File: src/sv/jvpd_pkg.sv
`default_nettype none

package jvpd_pkg;

   // joint number field on the request word
   localparam int JOINT_W = 3;

   // rows in the fixed gain tables
   localparam int GAIN_SLOTS = 6;

   // gain widths: kp up to 400, kd/T up to 50
   localparam int KP_W  = 9;
   localparam int KDR_W = 6;

   // drive value, Q16.16
   localparam int DRIVE_W = 32;

   typedef logic [JOINT_W-1:0]        joint_type;
   typedef logic [KP_W-1:0]           kp_type;
   typedef logic [KDR_W-1:0]          kdr_type;
   typedef logic signed [DRIVE_W-1:0] drive_type;

   localparam drive_type DRIVE_MAX = {1'b0, {(DRIVE_W-1){1'b1}}};
   localparam drive_type DRIVE_MIN = {1'b1, {(DRIVE_W-1){1'b0}}};

   // proportional gain per joint
   localparam kp_type KP_TABLE [GAIN_SLOTS] = '{
      KP_W'(300), KP_W'(400), KP_W'(250), KP_W'(100), KP_W'(120), KP_W'(80)
   };

   // derivative gain over the 1 ms sample period
   localparam kdr_type KDR_TABLE [GAIN_SLOTS] = '{
      KDR_W'(0), KDR_W'(50), KDR_W'(10), KDR_W'(50), KDR_W'(50), KDR_W'(50)
   };

endpackage

`default_nettype wire

File: src/sv/jvpd_req_if.sv
`default_nettype none

interface jvpd_req_if
   import jvpd_pkg::*;
#(
   parameter int VEL_WIDTH = 24
);

   logic                        valid;
   logic                        ready;
   joint_type                   joint_index;
   logic signed [VEL_WIDTH-1:0] ref_vel;
   logic signed [VEL_WIDTH-1:0] meas_vel;

   modport source (output valid, output joint_index, output ref_vel, output meas_vel,
                   input ready);
   modport sink   (input valid, input joint_index, input ref_vel, input meas_vel,
                   output ready);

endinterface

`default_nettype wire

File: src/sv/jvpd_rsp_if.sv
`default_nettype none

interface jvpd_rsp_if
   import jvpd_pkg::*;
();

   logic      valid;
   logic      ready;
   drive_type drive_out;
   logic      saturated;

   modport source (output valid, output drive_out, output saturated, input ready);
   modport sink   (input valid, input drive_out, input saturated, output ready);

endinterface

`default_nettype wire

File: src/sv/joint_velocity_pd_controller.sv
// channel   dir  modport  word contents
// --------  ---  -------  -------------------------------------------------
// req_bus   in   sink     joint_index[3], ref_vel[VEL_WIDTH], meas_vel[VEL_WIDTH]
// rsp_bus   out  source   drive_out[32] (Q16.16), saturated[1]
//
// One word per cycle unless rsp stalls; words pass stage then result register.
// The stage register feeds the PD arithmetic and the per-joint history read,
// the result register holds the drive word until taken.
// Synchronous active-high reset clears the valid flags and the seen bits.
// A stalled rsp holds the result; the stage behind it keeps one word, so
// req_bus.ready drops only when both stages are full and rsp is stalled.

`default_nettype none

module joint_velocity_pd_controller
   import jvpd_pkg::*;
#(
   parameter int NUM_JOINTS = 6,
   parameter int VEL_WIDTH  = 24
) (
   input  wire        clock,
   input  wire        reset,
   jvpd_req_if.sink   req_bus,
   jvpd_rsp_if.source rsp_bus
);

   localparam int IDX_W  = (NUM_JOINTS > 1) ? $clog2(NUM_JOINTS) : 1;
   localparam int DIFF_W = VEL_WIDTH + 1;
   // diff times a 10-bit signed gain
   localparam int PROD_W = VEL_WIDTH + 11;
   localparam int SUM_W  = (VEL_WIDTH + 12 > DRIVE_W + 1) ? VEL_WIDTH + 12 : DRIVE_W + 1;

   // ---- stage register: accepted word ----
   logic                        s1_valid_ff, s1_valid_in;
   joint_type                   s1_joint_ff;
   logic signed [VEL_WIDTH-1:0] s1_ref_ff;
   logic signed [VEL_WIDTH-1:0] s1_meas_ff;

   // ---- result register ----
   logic      rsp_valid_ff, rsp_valid_in;
   drive_type drive_ff, drive_in;
   logic      sat_ff, sat_in;

   // ---- per-joint history ----
   logic [VEL_WIDTH-1:0]  last_vel_ff [NUM_JOINTS];
   logic [NUM_JOINTS-1:0] joint_seen_ff, joint_seen_in;

   logic s1_advance;
   logic req_take;
   logic in_range;
   logic [IDX_W-1:0] s1_idx;

   logic signed [VEL_WIDTH-1:0] prev_vel;
   logic signed [DIFF_W-1:0]    err_diff;
   logic signed [DIFF_W-1:0]    rate_diff;
   logic signed [KP_W:0]        kp_s;
   logic signed [KDR_W:0]       kdr_s;
   logic signed [PROD_W-1:0]    p_term;
   logic signed [PROD_W-1:0]    d_term;
   logic signed [SUM_W-1:0]     pd_sum;
   logic [SUM_W-DRIVE_W:0]      sum_top;
   logic                        sum_fits;

   // handshake: stage moves on when the result register is free or being emptied
   assign s1_advance    = s1_valid_ff && (!rsp_valid_ff || rsp_bus.ready);
   assign req_bus.ready = !s1_valid_ff || s1_advance;
   assign req_take      = req_bus.valid && req_bus.ready;

   assign in_range = (s1_joint_ff < JOINT_W'(NUM_JOINTS));
   assign s1_idx   = s1_joint_ff[IDX_W-1:0];

   // first sample of a joint: previous equals current, so no derivative kick
   always_comb begin
      if (in_range && joint_seen_ff[s1_idx]) begin
         prev_vel = $signed(last_vel_ff[s1_idx]);
      end else begin
         prev_vel = s1_meas_ff;
      end
   end

   always_comb begin
      if (in_range) begin
         kp_s  = $signed({1'b0, KP_TABLE[s1_joint_ff]});
         kdr_s = $signed({1'b0, KDR_TABLE[s1_joint_ff]});
      end else begin
         kp_s  = '0;
         kdr_s = '0;
      end
   end

   assign err_diff  = DIFF_W'(s1_ref_ff) - DIFF_W'(s1_meas_ff);
   assign rate_diff = DIFF_W'(s1_meas_ff) - DIFF_W'(prev_vel);

   assign p_term = PROD_W'(err_diff) * PROD_W'(kp_s);
   assign d_term = PROD_W'(rate_diff) * PROD_W'(kdr_s);
   assign pd_sum = SUM_W'(p_term) + SUM_W'(d_term);

   // fits in 32 bits when everything from bit 31 upwards is pure sign
   assign sum_top  = pd_sum[SUM_W-1:DRIVE_W-1];
   assign sum_fits = (sum_top == '0) || (sum_top == '1);

   always_comb begin
      if (!in_range) begin
         drive_in = '0;
         sat_in   = 1'b0;
      end else if (sum_fits) begin
         drive_in = pd_sum[DRIVE_W-1:0];
         sat_in   = 1'b0;
      end else if (pd_sum[SUM_W-1]) begin
         drive_in = DRIVE_MIN;
         sat_in   = 1'b1;
      end else begin
         drive_in = DRIVE_MAX;
         sat_in   = 1'b1;
      end
   end

   always_comb begin
      joint_seen_in = joint_seen_ff;
      if (s1_advance && in_range) begin
         joint_seen_in[s1_idx] = 1'b1;
      end
   end

   always_comb begin
      s1_valid_in = s1_valid_ff;
      if (req_bus.ready) begin
         s1_valid_in = req_bus.valid;
      end
   end

   always_comb begin
      rsp_valid_in = rsp_valid_ff;
      if (s1_advance) begin
         rsp_valid_in = 1'b1;
      end else if (rsp_bus.ready) begin
         rsp_valid_in = 1'b0;
      end
   end

   // control
   always_ff @(posedge clock) begin
      if (reset) begin
         s1_valid_ff   <= 1'b0;
         rsp_valid_ff  <= 1'b0;
         joint_seen_ff <= '0;
      end else begin
         s1_valid_ff   <= s1_valid_in;
         rsp_valid_ff  <= rsp_valid_in;
         joint_seen_ff <= joint_seen_in;
      end
   end

   // payload
   always_ff @(posedge clock) begin
      if (req_take) begin
         s1_joint_ff <= req_bus.joint_index;
         s1_ref_ff   <= req_bus.ref_vel;
         s1_meas_ff  <= req_bus.meas_vel;
      end
      if (s1_advance) begin
         drive_ff <= drive_in;
         sat_ff   <= sat_in;
      end
      if (s1_advance && in_range) begin
         last_vel_ff[s1_idx] <= s1_meas_ff;
      end
   end

   assign rsp_bus.valid     = rsp_valid_ff;
   assign rsp_bus.drive_out = drive_ff;
   assign rsp_bus.saturated = sat_ff;

`ifndef ASSERT_OFF
   a_reset_clears_seen: assert property (@(posedge clock)
      reset |=> (joint_seen_ff == '0))
      else $error("seen bits not cleared by reset");

   a_sat_at_bound: assert property (@(posedge clock) disable iff (reset)
      (rsp_valid_ff && sat_ff) |-> ((drive_ff == DRIVE_MAX) || (drive_ff == DRIVE_MIN)))
      else $error("saturated flag without a clipped drive value");

   a_bad_joint_no_state: assert property (@(posedge clock) disable iff (reset)
      (s1_advance && !in_range) |=> $stable(joint_seen_ff))
      else $error("out-of-range joint changed the history");

   a_ready_only_on_stall: assert property (@(posedge clock) disable iff (reset)
      !req_bus.ready |-> (s1_valid_ff && rsp_valid_ff && !rsp_bus.ready))
      else $error("request held off without a full stalled pipe");

   a_seen_after_sample: assert property (@(posedge clock) disable iff (reset)
      (s1_advance && in_range) |=> joint_seen_ff[$past(s1_idx)])
      else $error("joint not marked seen after its sample");
`endif

endmodule

`default_nettype wire
File: src/flat_wrapper.sv
// flat-port wrapper written by rule: the top's interface ports become plain ports
module joint_velocity_pd_controller_flat import jvpd_pkg::*;
#(
   parameter int NUM_JOINTS = 6,
   parameter int VEL_WIDTH  = 24
)
  (clock, reset, req_bus_valid, req_bus_joint_index, req_bus_ref_vel, req_bus_meas_vel, req_bus_ready, rsp_bus_valid, rsp_bus_drive_out, rsp_bus_saturated, rsp_bus_ready);
  jvpd_req_if #(.VEL_WIDTH(VEL_WIDTH)) req_bus_i ();
  jvpd_rsp_if rsp_bus_i ();
  input  wire clock;
  input  wire reset;
  input wire logic [$bits(req_bus_i.valid)-1:0] req_bus_valid;
  input wire logic [$bits(req_bus_i.joint_index)-1:0] req_bus_joint_index;
  input wire logic [$bits(req_bus_i.ref_vel)-1:0] req_bus_ref_vel;
  input wire logic [$bits(req_bus_i.meas_vel)-1:0] req_bus_meas_vel;
  output wire logic [$bits(req_bus_i.ready)-1:0] req_bus_ready;
  output wire logic [$bits(rsp_bus_i.valid)-1:0] rsp_bus_valid;
  output wire logic [$bits(rsp_bus_i.drive_out)-1:0] rsp_bus_drive_out;
  output wire logic [$bits(rsp_bus_i.saturated)-1:0] rsp_bus_saturated;
  input wire logic [$bits(rsp_bus_i.ready)-1:0] rsp_bus_ready;
  assign req_bus_i.valid = req_bus_valid;
  assign req_bus_i.joint_index = req_bus_joint_index;
  assign req_bus_i.ref_vel = req_bus_ref_vel;
  assign req_bus_i.meas_vel = req_bus_meas_vel;
  assign req_bus_ready = req_bus_i.ready;
  assign rsp_bus_valid = rsp_bus_i.valid;
  assign rsp_bus_drive_out = rsp_bus_i.drive_out;
  assign rsp_bus_saturated = rsp_bus_i.saturated;
  assign rsp_bus_i.ready = rsp_bus_ready;
  joint_velocity_pd_controller #(.NUM_JOINTS(NUM_JOINTS), .VEL_WIDTH(VEL_WIDTH)) u_core (.clock(clock), .reset(reset), .req_bus(req_bus_i), .rsp_bus(rsp_bus_i));
endmodule
File: config.mk
export PLATFORM = sky130hd
export DESIGN_NAME = joint_velocity_pd_controller_flat
export DESIGN_NICKNAME = d
export VERILOG_FILES = /design/src/sv/jvpd_pkg.sv /design/src/sv/jvpd_req_if.sv /design/src/sv/jvpd_rsp_if.sv /design/src/sv/joint_velocity_pd_controller.sv /design/src/flat_wrapper.sv
export SDC_FILE = /design/constraint.sdc
export NUM_CORES = 1
export LEC_CHECK = 0
export BUFFER_PORTS_ARGS = -buffer_cell sky130_fd_sc_hd__buf_4
export CAP_MARGIN = 30
export CORE_ASPECT_RATIO = 1.1
export CORE_MARGIN = 2
export CORE_UTILIZATION = 35
export CTS_CLUSTER_SIZE = 28
export DETAILED_ROUTE_END_ITERATION = 6
export PLACE_DENSITY = 0.57
export SLEW_MARGIN = 20
export SYNTH_ARGS = -nofsm -noshare
export SYNTH_HDL_FRONTEND = slang
export SYNTH_SLANG_ARGS = --single-unit
File: constraint.sdc
create_clock -name clock -period 12.9 [get_ports clock]
set_clock_uncertainty 0.05 [all_clocks]
set_input_delay 2.58 -clock clock [delete_from_list [all_inputs] [get_ports clock]]
set_output_delay 2.58 -clock clock [all_outputs]
set_load 0.01 [all_outputs]
; ---- Yosys cells after proc, flatten, opt, wreduce, memory -nomap -nowiden
; Memories as Yosys holds them, arrays and structs flattened. A register that Yosys moved wholly into a read port is not among the register bits.
; Cells that the tools add are included.
[op_classes]
reduce_logical = 12
addsub = 3
n_lt_le_gt_ge = 4
mul = 2
n_mux = 19
n_eq_ne = 1
n_bitwise = 2
[ops]
columns = cell, n
row1 = $mux W32, 2
row2 = $sub A24 B24 Y25, 2
row3 = $add A35 B32 Y36, 1
row4 = $mul A25 B10 Y35, 1
row5 = $mul A25 B7 Y32, 1
row6 = $mux W9, 3
row7 = $mux W24, 1
row8 = $mux W6, 3
row9 = $mux W1, 7
row10 = $or A6 B6 Y6, 1
row11 = $eq A5 B5 Y1 const B, 1
row12 = $logic_and A1 B1 Y1, 5
row13 = $logic_not A5 Y1, 1
row14 = $ge A4 B4 Y1 const B, 1
row15 = $lt A3 B4 Y1 const B, 1
row16 = $not A3 Y4, 1
row17 = $bmux W1 S3, 1
row18 = $demux W1 S3, 1
row19 = $ge A3 B1 Y1 const B, 1
row20 = $logic_or A1 B1 Y1, 3
row21 = $lt A3 B3 Y1 const B, 1
row22 = $mux W3, 1
row23 = $logic_not A1 Y1, 2
row24 = $reduce_bool A2 Y1, 1
[word_totals]
ram_bits = 144
input_bits = 55
mem_count = 3
mem_bits_ro = 120
regBits = 92
[memory_table]
columns = name, depth, word_bits, read_ports, rd_ports_with_merged_regs, write_ports, line_no
row1 = u_core.last_vel_ff, 6, 24, 1, 1, 1, joint_velocity_pd_controller.sv:45  ; logic [VEL_WIDTH-1:0] last_vel_ff [NUM_JOINTS];
row2 = (name not given), 8, 9, 1, 0, 0, joint_velocity_pd_controller.sv:83  ; kp_s = $signed({1'b0, KP_TABLE[s1_joint_ff]});
row3 = (name not given), 8, 6, 1, 0, 0, joint_velocity_pd_controller.sv:84  ; kdr_s = $signed({1'b0, KDR_TABLE[s1_joint_ff]});

; ---- Logic depth before layout (Yosys ltp)
; Gate-level depths: netlist of the first run.
[depth]
word_depth = 10
mapped_depth = 43

; ---- Worst setup path after synthesis of the first run
; No wires, ideal clock.
[synth_timing]
path_type = flip-flop to flip-flop
start = register u_core.s1_joint_ff[2] (netlist: u_core.s1_idx[2])
end = register u_core.drive_ff[15] (netlist: u_core.rsp_bus.drive_out[15]) (data pin)
synth_period_minus_slack_ps = 9691
path_stages_with_launch = 39
setup_slack_ps = 3209
n_path_buf = 3
setup_time_ps = 165
t_arrival_ps = 9476
cell_sequence = edfxtp_1 clkinv_1 nor2_1 a22oi_1 nor2_1 clkbuf_1 o21ai_0 ha_1 fa_1 nor2b_1 o31a_1 o21ai_0 a211o_1 a211oi_1 o2111ai_1 and3_1 a311oi_1 nor2_1 (+3 left out) inv_1 fa_1 fa_1 fa_1 inv_1 fa_1 inv_1 ha_1 clkbuf_1 a21oi_1 o21ai_0 a221o_1 a21o_1 a41oi_1 xor2_1 o41a_1 buf_6 o31ai_2
[synth_via]
elab_chain_len = 10
elab_cells_between_ends = 23
cone_classes = add/sub: 2 / mul: 2 / order compare: 1 / eq/ne: 1 / mux: 11 / bitwise: 1 / reduce/logical: 3 / memory: 2
[synth_lines]
columns = element, line_no
row1 = start: declaration, joint_velocity_pd_controller.sv:35  ; joint_type s1_joint_ff;
row2 = start signal: assignment, joint_velocity_pd_controller.sv:157  ; s1_joint_ff <= req_bus.joint_index;
row3 = $bmux W1 S3 or $not A3 Y4 (tied branches), "joint_velocity_pd_controller.sv:74, joint_velocity_pd_controller.sv:83, joint_velocity_pd_controller.sv:84"
row4 = $mux W1 (not written as such) (tied with other cells), joint_velocity_pd_controller.sv:74  ; if (in_range && joint_seen_ff[s1_idx]) begin
row5 = $logic_and A1 B1 Y1 (tied with other cells), joint_velocity_pd_controller.sv:74
row6 = $mux W24 (tied with other cells), joint_velocity_pd_controller.sv:74
row7 = $sub A24 B24 Y25 (tied with other cells), joint_velocity_pd_controller.sv:92  ; assign rate_diff = DIFF_W'(s1_meas_ff) - DIFF_W'(prev_vel);
row8 = $mul A25 B7 Y32 or $mul A25 B10 Y35 (tied branches), "joint_velocity_pd_controller.sv:95, joint_velocity_pd_controller.sv:94"
row9 = $add A35 B32 Y36, joint_velocity_pd_controller.sv:96  ; assign pd_sum = SUM_W'(p_term) + SUM_W'(d_term);
row10 = $eq A5 B5 Y1 or $logic_not A5 Y1 (tied branches), joint_velocity_pd_controller.sv:100  ; assign sum_fits = (sum_top == '0) || (sum_top == '1);
row11 = $logic_or A1 B1 Y1, joint_velocity_pd_controller.sv:100
row12 = $mux W32, joint_velocity_pd_controller.sv:106  ; end else if (sum_fits) begin
row13 = end signal: assignment, joint_velocity_pd_controller.sv:162  ; drive_ff <= drive_in;
row14 = end: declaration, joint_velocity_pd_controller.sv:41  ; drive_type drive_ff, drive_in;
; Parallel ways exist; a longest one is shown, timed or not. The select of a mux whose other input is x is not followed.
; A chain may end at the register's enable or synchronous reset.

; ---- Final worst setup path of the first run
[layout_timing]
start = register u_core.s1_joint_ff[0] (netlist: u_core.s1_idx[0])
end = register u_core.drive_ff[16] (netlist: u_core.rsp_bus.drive_out[16]) (data pin)
; The elaborated chain is that of the path after synthesis.

==> results of run 1 <==
==> through the flow <==
step                area [um2]  hold WS, ns  setup WS, ns
global route             25600        0.463          1.01
global placement         24700        0.421          2.14
finish                   25600        0.444          1.81
floorplan                23000        0.385          3.21
detailed placement       24800        0.413          1.85
CTS                      25600        0.433          1.82
==> layout make-up <==
type                       count  share of cell area, %
multi-input combinational   1430                   55.8
sequential                   239                   27.6
clock buffer                  38                   3.00
clock inverter                11                  0.390
tap                          850                   4.15
timing repair buffer         115                   3.52
inverter                     381                   5.58
==> cells in the mapped netlist (all sizes together), types with 5 or more instances <==
master,n
a211oi,15
a21o,39
a21oi,98
a311oi,5
a31oi,10
and2,59
and3,13
buf,15
clkbuf,49
dfxtp,11
edfxtp,228
fa,271
ha,212
inv,380
mux2i,48
mux4,25
nand2,161
nand2b,7
nand3,21
nand4,7
nor2,158
nor2b,18
nor3,28
o211ai,7
o21a,10
o21ai,44
o21bai,10
o31ai,28
or3,8
xnor2,48
xor2,25
==> state kept, by name, summed over array words and instances, names as in the netlist, named ones only <==
| signal | flops |
|---|---|
| u_core.rsp_bus.saturated | 1 |
| u_core.rsp_bus.valid | 1 |
| u_core.s1_ref_ff | 24 |
| u_core.rsp_bus.drive_out | 32 |
| u_core.joint_seen_ff | 6 |
| u_core.s1_meas_ff | 24 |
| u_core.s1_idx | 3 |
| u_core.last_vel_ff | 144 |
| u_core.s1_valid_ff | 1 |
==> worst max-delay path by stage <==
| stage | startpoint | endpoint | slack, ns |
|---|---|---|---|
| after CTS | u_core.s1_idx[0] | u_core.rsp_bus.drive_out[16] | 1.82 |
| after global routing | u_core.s1_idx[2] | u_core.rsp_bus.drive_out[16] | 1.01 |
| after floorplan | u_core.s1_idx[2] | u_core.rsp_bus.drive_out[15] | 3.21 |
| after global placement | u_core.s1_idx[0] | u_core.rsp_bus.drive_out[14] | 2.14 |
| after detailed placement | u_core.s1_idx[2] | u_core.rsp_bus.drive_out[16] | 1.85 |
| final | u_core.s1_idx[0] | u_core.rsp_bus.drive_out[16] | 1.81 |
==> cells by family after synthesis <==
| kind of cell | count (synthesis) | synth area share [%] |
|---|---|---|
| and+or+nand+nor | 493 | 9.72 |
| adders and majority gates | 483 | 35.1 |
| buffers and inverters | 445 | 7.50 |
| AOI/OAI and AO/OA | 307 | 9.65 |
| DFF | 239 | 30.7 |
| muxes | 74 | 4.58 |
| xor gates and xnor gates | 73 | 2.81 |
==> worst max-delay path, delay by kind of cell (launching register included) <==
kind | cells | cell delay, ns
AO/OA/AOI/OAI | 14 | 3.98
XOR/XNOR | 1 | 0.36
adder cells (fa/ha/maj) | 9 | 3.79
buffers and inverters | 3 | 0.36
flip-flops | 1 | 0.57
multiplexers | 1 | 0.56
AND/OR/NAND/NOR | 7 | 1.08
==> layer usage <==
metal | global-route usage (%) | vias to the layer above | routed length [um]
met4 | 4.80 | 0 | 1490
met1 | 22.3 | 7689 | 24900
met2 | 29.4 | 301 | 27300
met3 | 2.04 | 79 | 2160
met5 | 0 | - | 0
li1 | - | 7236 | -
==> metrics.csv, run 1 <==
stage,metric,value,unit
synthesis,syn_nets,2652,
layout,drive_gt1_share,11.2,%
timing,timing.final.crit_share,86.0,%
routing,routed_wl,55.8,mm
grt,grt_pass1_vias,16500,
floorplan,die-area,0.0679,mm2
synthesis,yosysTopAreaCellShare,29.7,%
synthesis,seq_area_frac_synth,30.7,%
critical_path,worst_path_max_delay_cell,o41a_2,
place,hpwl,44.1,mm
run_status,run_status,"complete, but fails checks",
critical_path,cp-start-kind,flip-flop,
synthesis,synthFlopType,edfxtp_1,
routing,drt_iter0_drc,677,
layout,finalNetCount,2732,
place,gp_congestion,0.858,
floorplan,dieHeight,273,um
routing,antenna_left,0,
timing,slew_violations,0,
layout,num_antenna_cells,0,
routing,wire_per_inst,18.2,um
clock_network,cts_tree,yes,
place,dp_cells,3013,
critical_path,worstPathArrival,11.32,ns
timing,clock.fmax,90.2,MHz
layout,final_util,39.4,%
worst_hold_path,worstHoldStart,u_core.joint_seen_ff[0],
timing,hold_viol,0,
synthesis,synth_top_cell_by_area,edfxtp_1,
clock_network,hold_buffers,0,
clock_network,cts.sinks,239,
layout,n_fill_cell,6248,
synthesis,synth_cell_types,80,
grt,track_usage,16.9,%
clock_network,ctsResizeCount,0,
floorplan,initial_utilization,35.4,%
layout,area_growth,11.3,%
synthesis,syn_area,0.0230,mm2
synthesis,synth_edf_count,228,
clock_network,worstSkewPairLatency,0.57,ns
worst_hold_path,min_path_type,reg -> reg,
floorplan,chipWidth,249,um
synthesis,syn_inst,2114,
grt,grt_pass1_wl,91.6,mm
layout,fin_cells,3064,
grt,antenna_found_initial,0,
routing,routed_via_density,5.00,
timing,tns,0,ns
run_status,violations,DRC,
layout,ff_latch_area,0.00707,mm2
grt,grt.overflow.total,0,
floorplan,core.rowCount,98,
critical_path,cp_common_cell,fa_1,
clock_network,path_clk_slew,0.07,ns
synthesis,synth.area.top_cells,"edfxtp_1, fa_1, ha_1, inv_1, nand2_1",
clock_network,cts_buffers,27,
grt,grt_max_degree,58,
synthesis,ys_ff_latch,239,
critical_path,crit_path_max_fanout,30,
clock_network,clock_path_buffers,3,
synthesis,async_reset_ff_share,0,%
worst_hold_path,worst_hold_path.endpoint,u_core.joint_seen_ff[0],
worst_hold_path,min_delay_path_depth,2,
critical_path,reg2reg_depth,35,
critical_path,rr_startpoint,u_core.s1_idx[0],
place,io_buffer_count,89,
floorplan,core,0.0651,mm2
floorplan,ios,90,
synthesis,syn_avg_cell_area,10.9,um2
critical_path,path_class,reg -> reg,
clock_network,postCtsSetupBuffers,0,
timing,slew_headroom,34.8,%
layout,multi_input_area,0.0143,mm2
layout,final_cell_mix,"inv_1, fa_1, edfxtp_1, ha_1, nand2_1",
job,cap_violations,0,
routing,first_pass_iters,7,
critical_path,cp.required,13.12,ns
clock_network,root_buffer,clkbuf_16,
timing,worstMarginPinSlew,0.971,ns
critical_path,slowest_delay,0.81,ns
timing,setup_viol,0,
critical_path,r2r_slack,1.81,ns
critical_path,r2r-end,u_core.rsp_bus.drive_out[16],
layout,final_common_cell,inv_1,
timing,rsz0062_at_grt,no,
critical_path,end_kind,flip-flop,
clock_network,htreeDepth,1,
timing,min_period,11.09,ns
routing,drc,3,
synthesis,ys.warnings.count,0,
routing,vias,15300,
Power of run 1 is not shown: default switching activity piles up to over one toggle a cycle in this logic, so the estimate is an artifact.
==> run 2: changes to the inputs <==
- clock period: 12.9 -> 10.3 ns (I/O delays scaled with it)
==> run 2 against run 1 <==
  * The run still ends with DRC left
  * Fmax is 13% higher
  * Design area is 1.1% higher
  * Global-route usage increased by 0.068 points
  * Non-clock buffer count grew 27
  * Via count up 1.1%
  * Critical path type unchanged
==> metrics.csv, run 2 (synthesized netlist as in run 1, its figures left out) <==
stage,metric,value,unit,change
run_status,run_status,"complete, but fails checks",,unchanged
run_status,violations,DRC,,unchanged
critical_path,worstPathArrival,10.17,ns,was 11.32 ns
grt,track_usage,17.0,%,was 16.9%
place,hpwl,44.9,mm,was 44.1 mm
routing,routed_via_density,5.00,,about the same
layout,final_util,39.8,%,was 39.4%
timing,setup_viol,0,,unchanged
floorplan,die-area,0.0679,mm2,unchanged
clock_network,worstSkewPairLatency,0.56,ns,was 0.57 ns
place,io_buffer_count,89,,unchanged
layout,drive_gt1_share,12.8,%,was 11.2%
critical_path,end_kind,flip-flop,,unchanged
layout,area_growth,12.5,%,was 11.3%
floorplan,chipWidth,249,um,unchanged
critical_path,worst_path_max_delay_cell,fa_1,,was o41a_2
layout,top_register,u_core.last_vel_ff,,unchanged
routing,antenna_left,0,,unchanged
clock_network,htreeDepth,1,,unchanged
timing,slew_violations,0,,unchanged
floorplan,ios,90,,unchanged
floorplan,initial_utilization,35.4,%,unchanged
floorplan,core,0.0651,mm2,unchanged
grt,antenna_found_initial,0,,unchanged
critical_path,cp-start-kind,flip-flop,,unchanged
critical_path,slowest_delay,0.56,ns,was 0.81 ns
layout,finalNetCount,2759,,was 2732
timing,slew_headroom,33.4,%,was 34.8%
job,cap_violations,0,,unchanged
clock_network,cts_tree,yes,,unchanged
layout,largest_reg_flops,144,,unchanged
clock_network,root_buffer,clkbuf_16,,unchanged
critical_path,crit_path_max_fanout,30,,unchanged
routing,first_pass_iters,7,,unchanged
clock_network,cts.sinks,239,,unchanged
layout,num_antenna_cells,0,,unchanged
critical_path,cp_common_cell,fa_1,,unchanged
clock_network,cts_buffers,27,,unchanged
worst_hold_path,min_delay_path_depth,2,,unchanged
routing,vias,15500,,was 15300
grt,grt.overflow.total,0,,unchanged
routing,drc,1,,was 3
layout,final_common_cell,inv_1,,unchanged
critical_path,reg2reg_depth,35,,unchanged
layout,fin_cells,3092,,was 3064
place,gp_congestion,0.839,,was 0.858
worst_hold_path,min_path_type,reg -> reg,,unchanged
floorplan,dieHeight,273,um,unchanged
timing,worstMarginPinSlew,0.992,ns,was 0.971 ns
routing,drt_iter0_drc,824,,was 677
place,dp_cells,3038,,was 3013
critical_path,cp.required,10.62,ns,was 13.12 ns
clock_network,clock_path_buffers,3,,unchanged
grt,grt_pass1_vias,16600,,was 16500
timing,hold_viol,0,,unchanged
timing,min_period,9.84,ns,was 11.09 ns
critical_path,path_class,reg -> reg,,unchanged
routing,routed_wl,56.2,mm,was 55.8 mm
timing,timing.final.crit_share,95.6,%,was 86.0%
floorplan,core.rowCount,98,,unchanged
grt,grt_max_degree,58,,unchanged
clock_network,path_clk_slew,0.06,ns,was 0.07 ns
grt,grt_pass1_wl,91.9,mm,was 91.6 mm
timing,clock.fmax,102,MHz,was 90.2 MHz
layout,final_cell_mix,"inv_1, fa_1, edfxtp_1, ha_1, nand2_1",,unchanged
routing,wire_per_inst,18.2,um,about the same
-- run 2: path summary, 6_finish.rpt --
kind              slack (ns)                     from                      endpoint
setup / recovery        0.46         u_core.s1_idx[0]  u_core.rsp_bus.drive_out[30]
hold / removal          0.44  u_core.joint_seen_ff[5]       u_core.joint_seen_ff[5]
setup reg to reg        0.46         u_core.s1_idx[0]  u_core.rsp_bus.drive_out[30]
hold reg to reg         0.44  u_core.joint_seen_ff[5]       u_core.joint_seen_ff[5]
-- run 2: layout make-up --
cell class / instances / area (um2)
clock inverter: 14 / 150
inverter: 381 / 1430
fill: 6303 / 39200
tap: 850 / 1060
clock buffer: 36 / 729
timing repair buffer: 142 / 1100
sequential: 239 / 7070
multi-input combinational: 1430 / 14400
-- run 2: per-stage QoR --
stage	instance area [um2]	setup TNS, ns	hold slack [ns]	setup slack (ns)
3_5_place_dp	24900	0	0.416	0.140
6_report	25900	0	0.438	0.456
2_1_floorplan	23000	0	0.385	0.609
4_1_cts	25800	0	0.431	0.110
3_3_place_gp	24900	0	0.406	0.345
5_1_grt	25900	-0.156	0.472	-0.0336
-- run 2: critical path, delay by kind of cell, from the launching register on --
kind | cells | cell delay, ns
compound gates | 16 | 3.76
xor+xnor | 1 | 0.16
fa+ha+maj | 9 | 3.78
buf+inv | 4 | 0.49
flops | 1 | 0.39
mux | 1 | 0.52
simple gates | 4 | 0.51
-- run 2: layer usage --
layer | share of wire [%] | routed length, um | global-route usage (%) | up-vias
li1 | - | - | - | 7273
met1 | 44 | 24900 | 22.4 | 7803
met2 | 49 | 27400 | 29.5 | 320
met3 | 4.2 | 2390 | 2.09 | 75
met4 | 2.5 | 1420 | 4.55 | 0
met5 | 0 | 0 | 0 | -
-- run 2: repair_timing --
action                                  in CTS  in global routing
setup buffers                                0                  3
endpoints found under the hold margin        0                  0
endpoints found under the setup margin       0                 32
gates resized for setup                      0                 20
hold buffers                                 0                  0
Power of run 2 is left out for the same reason.
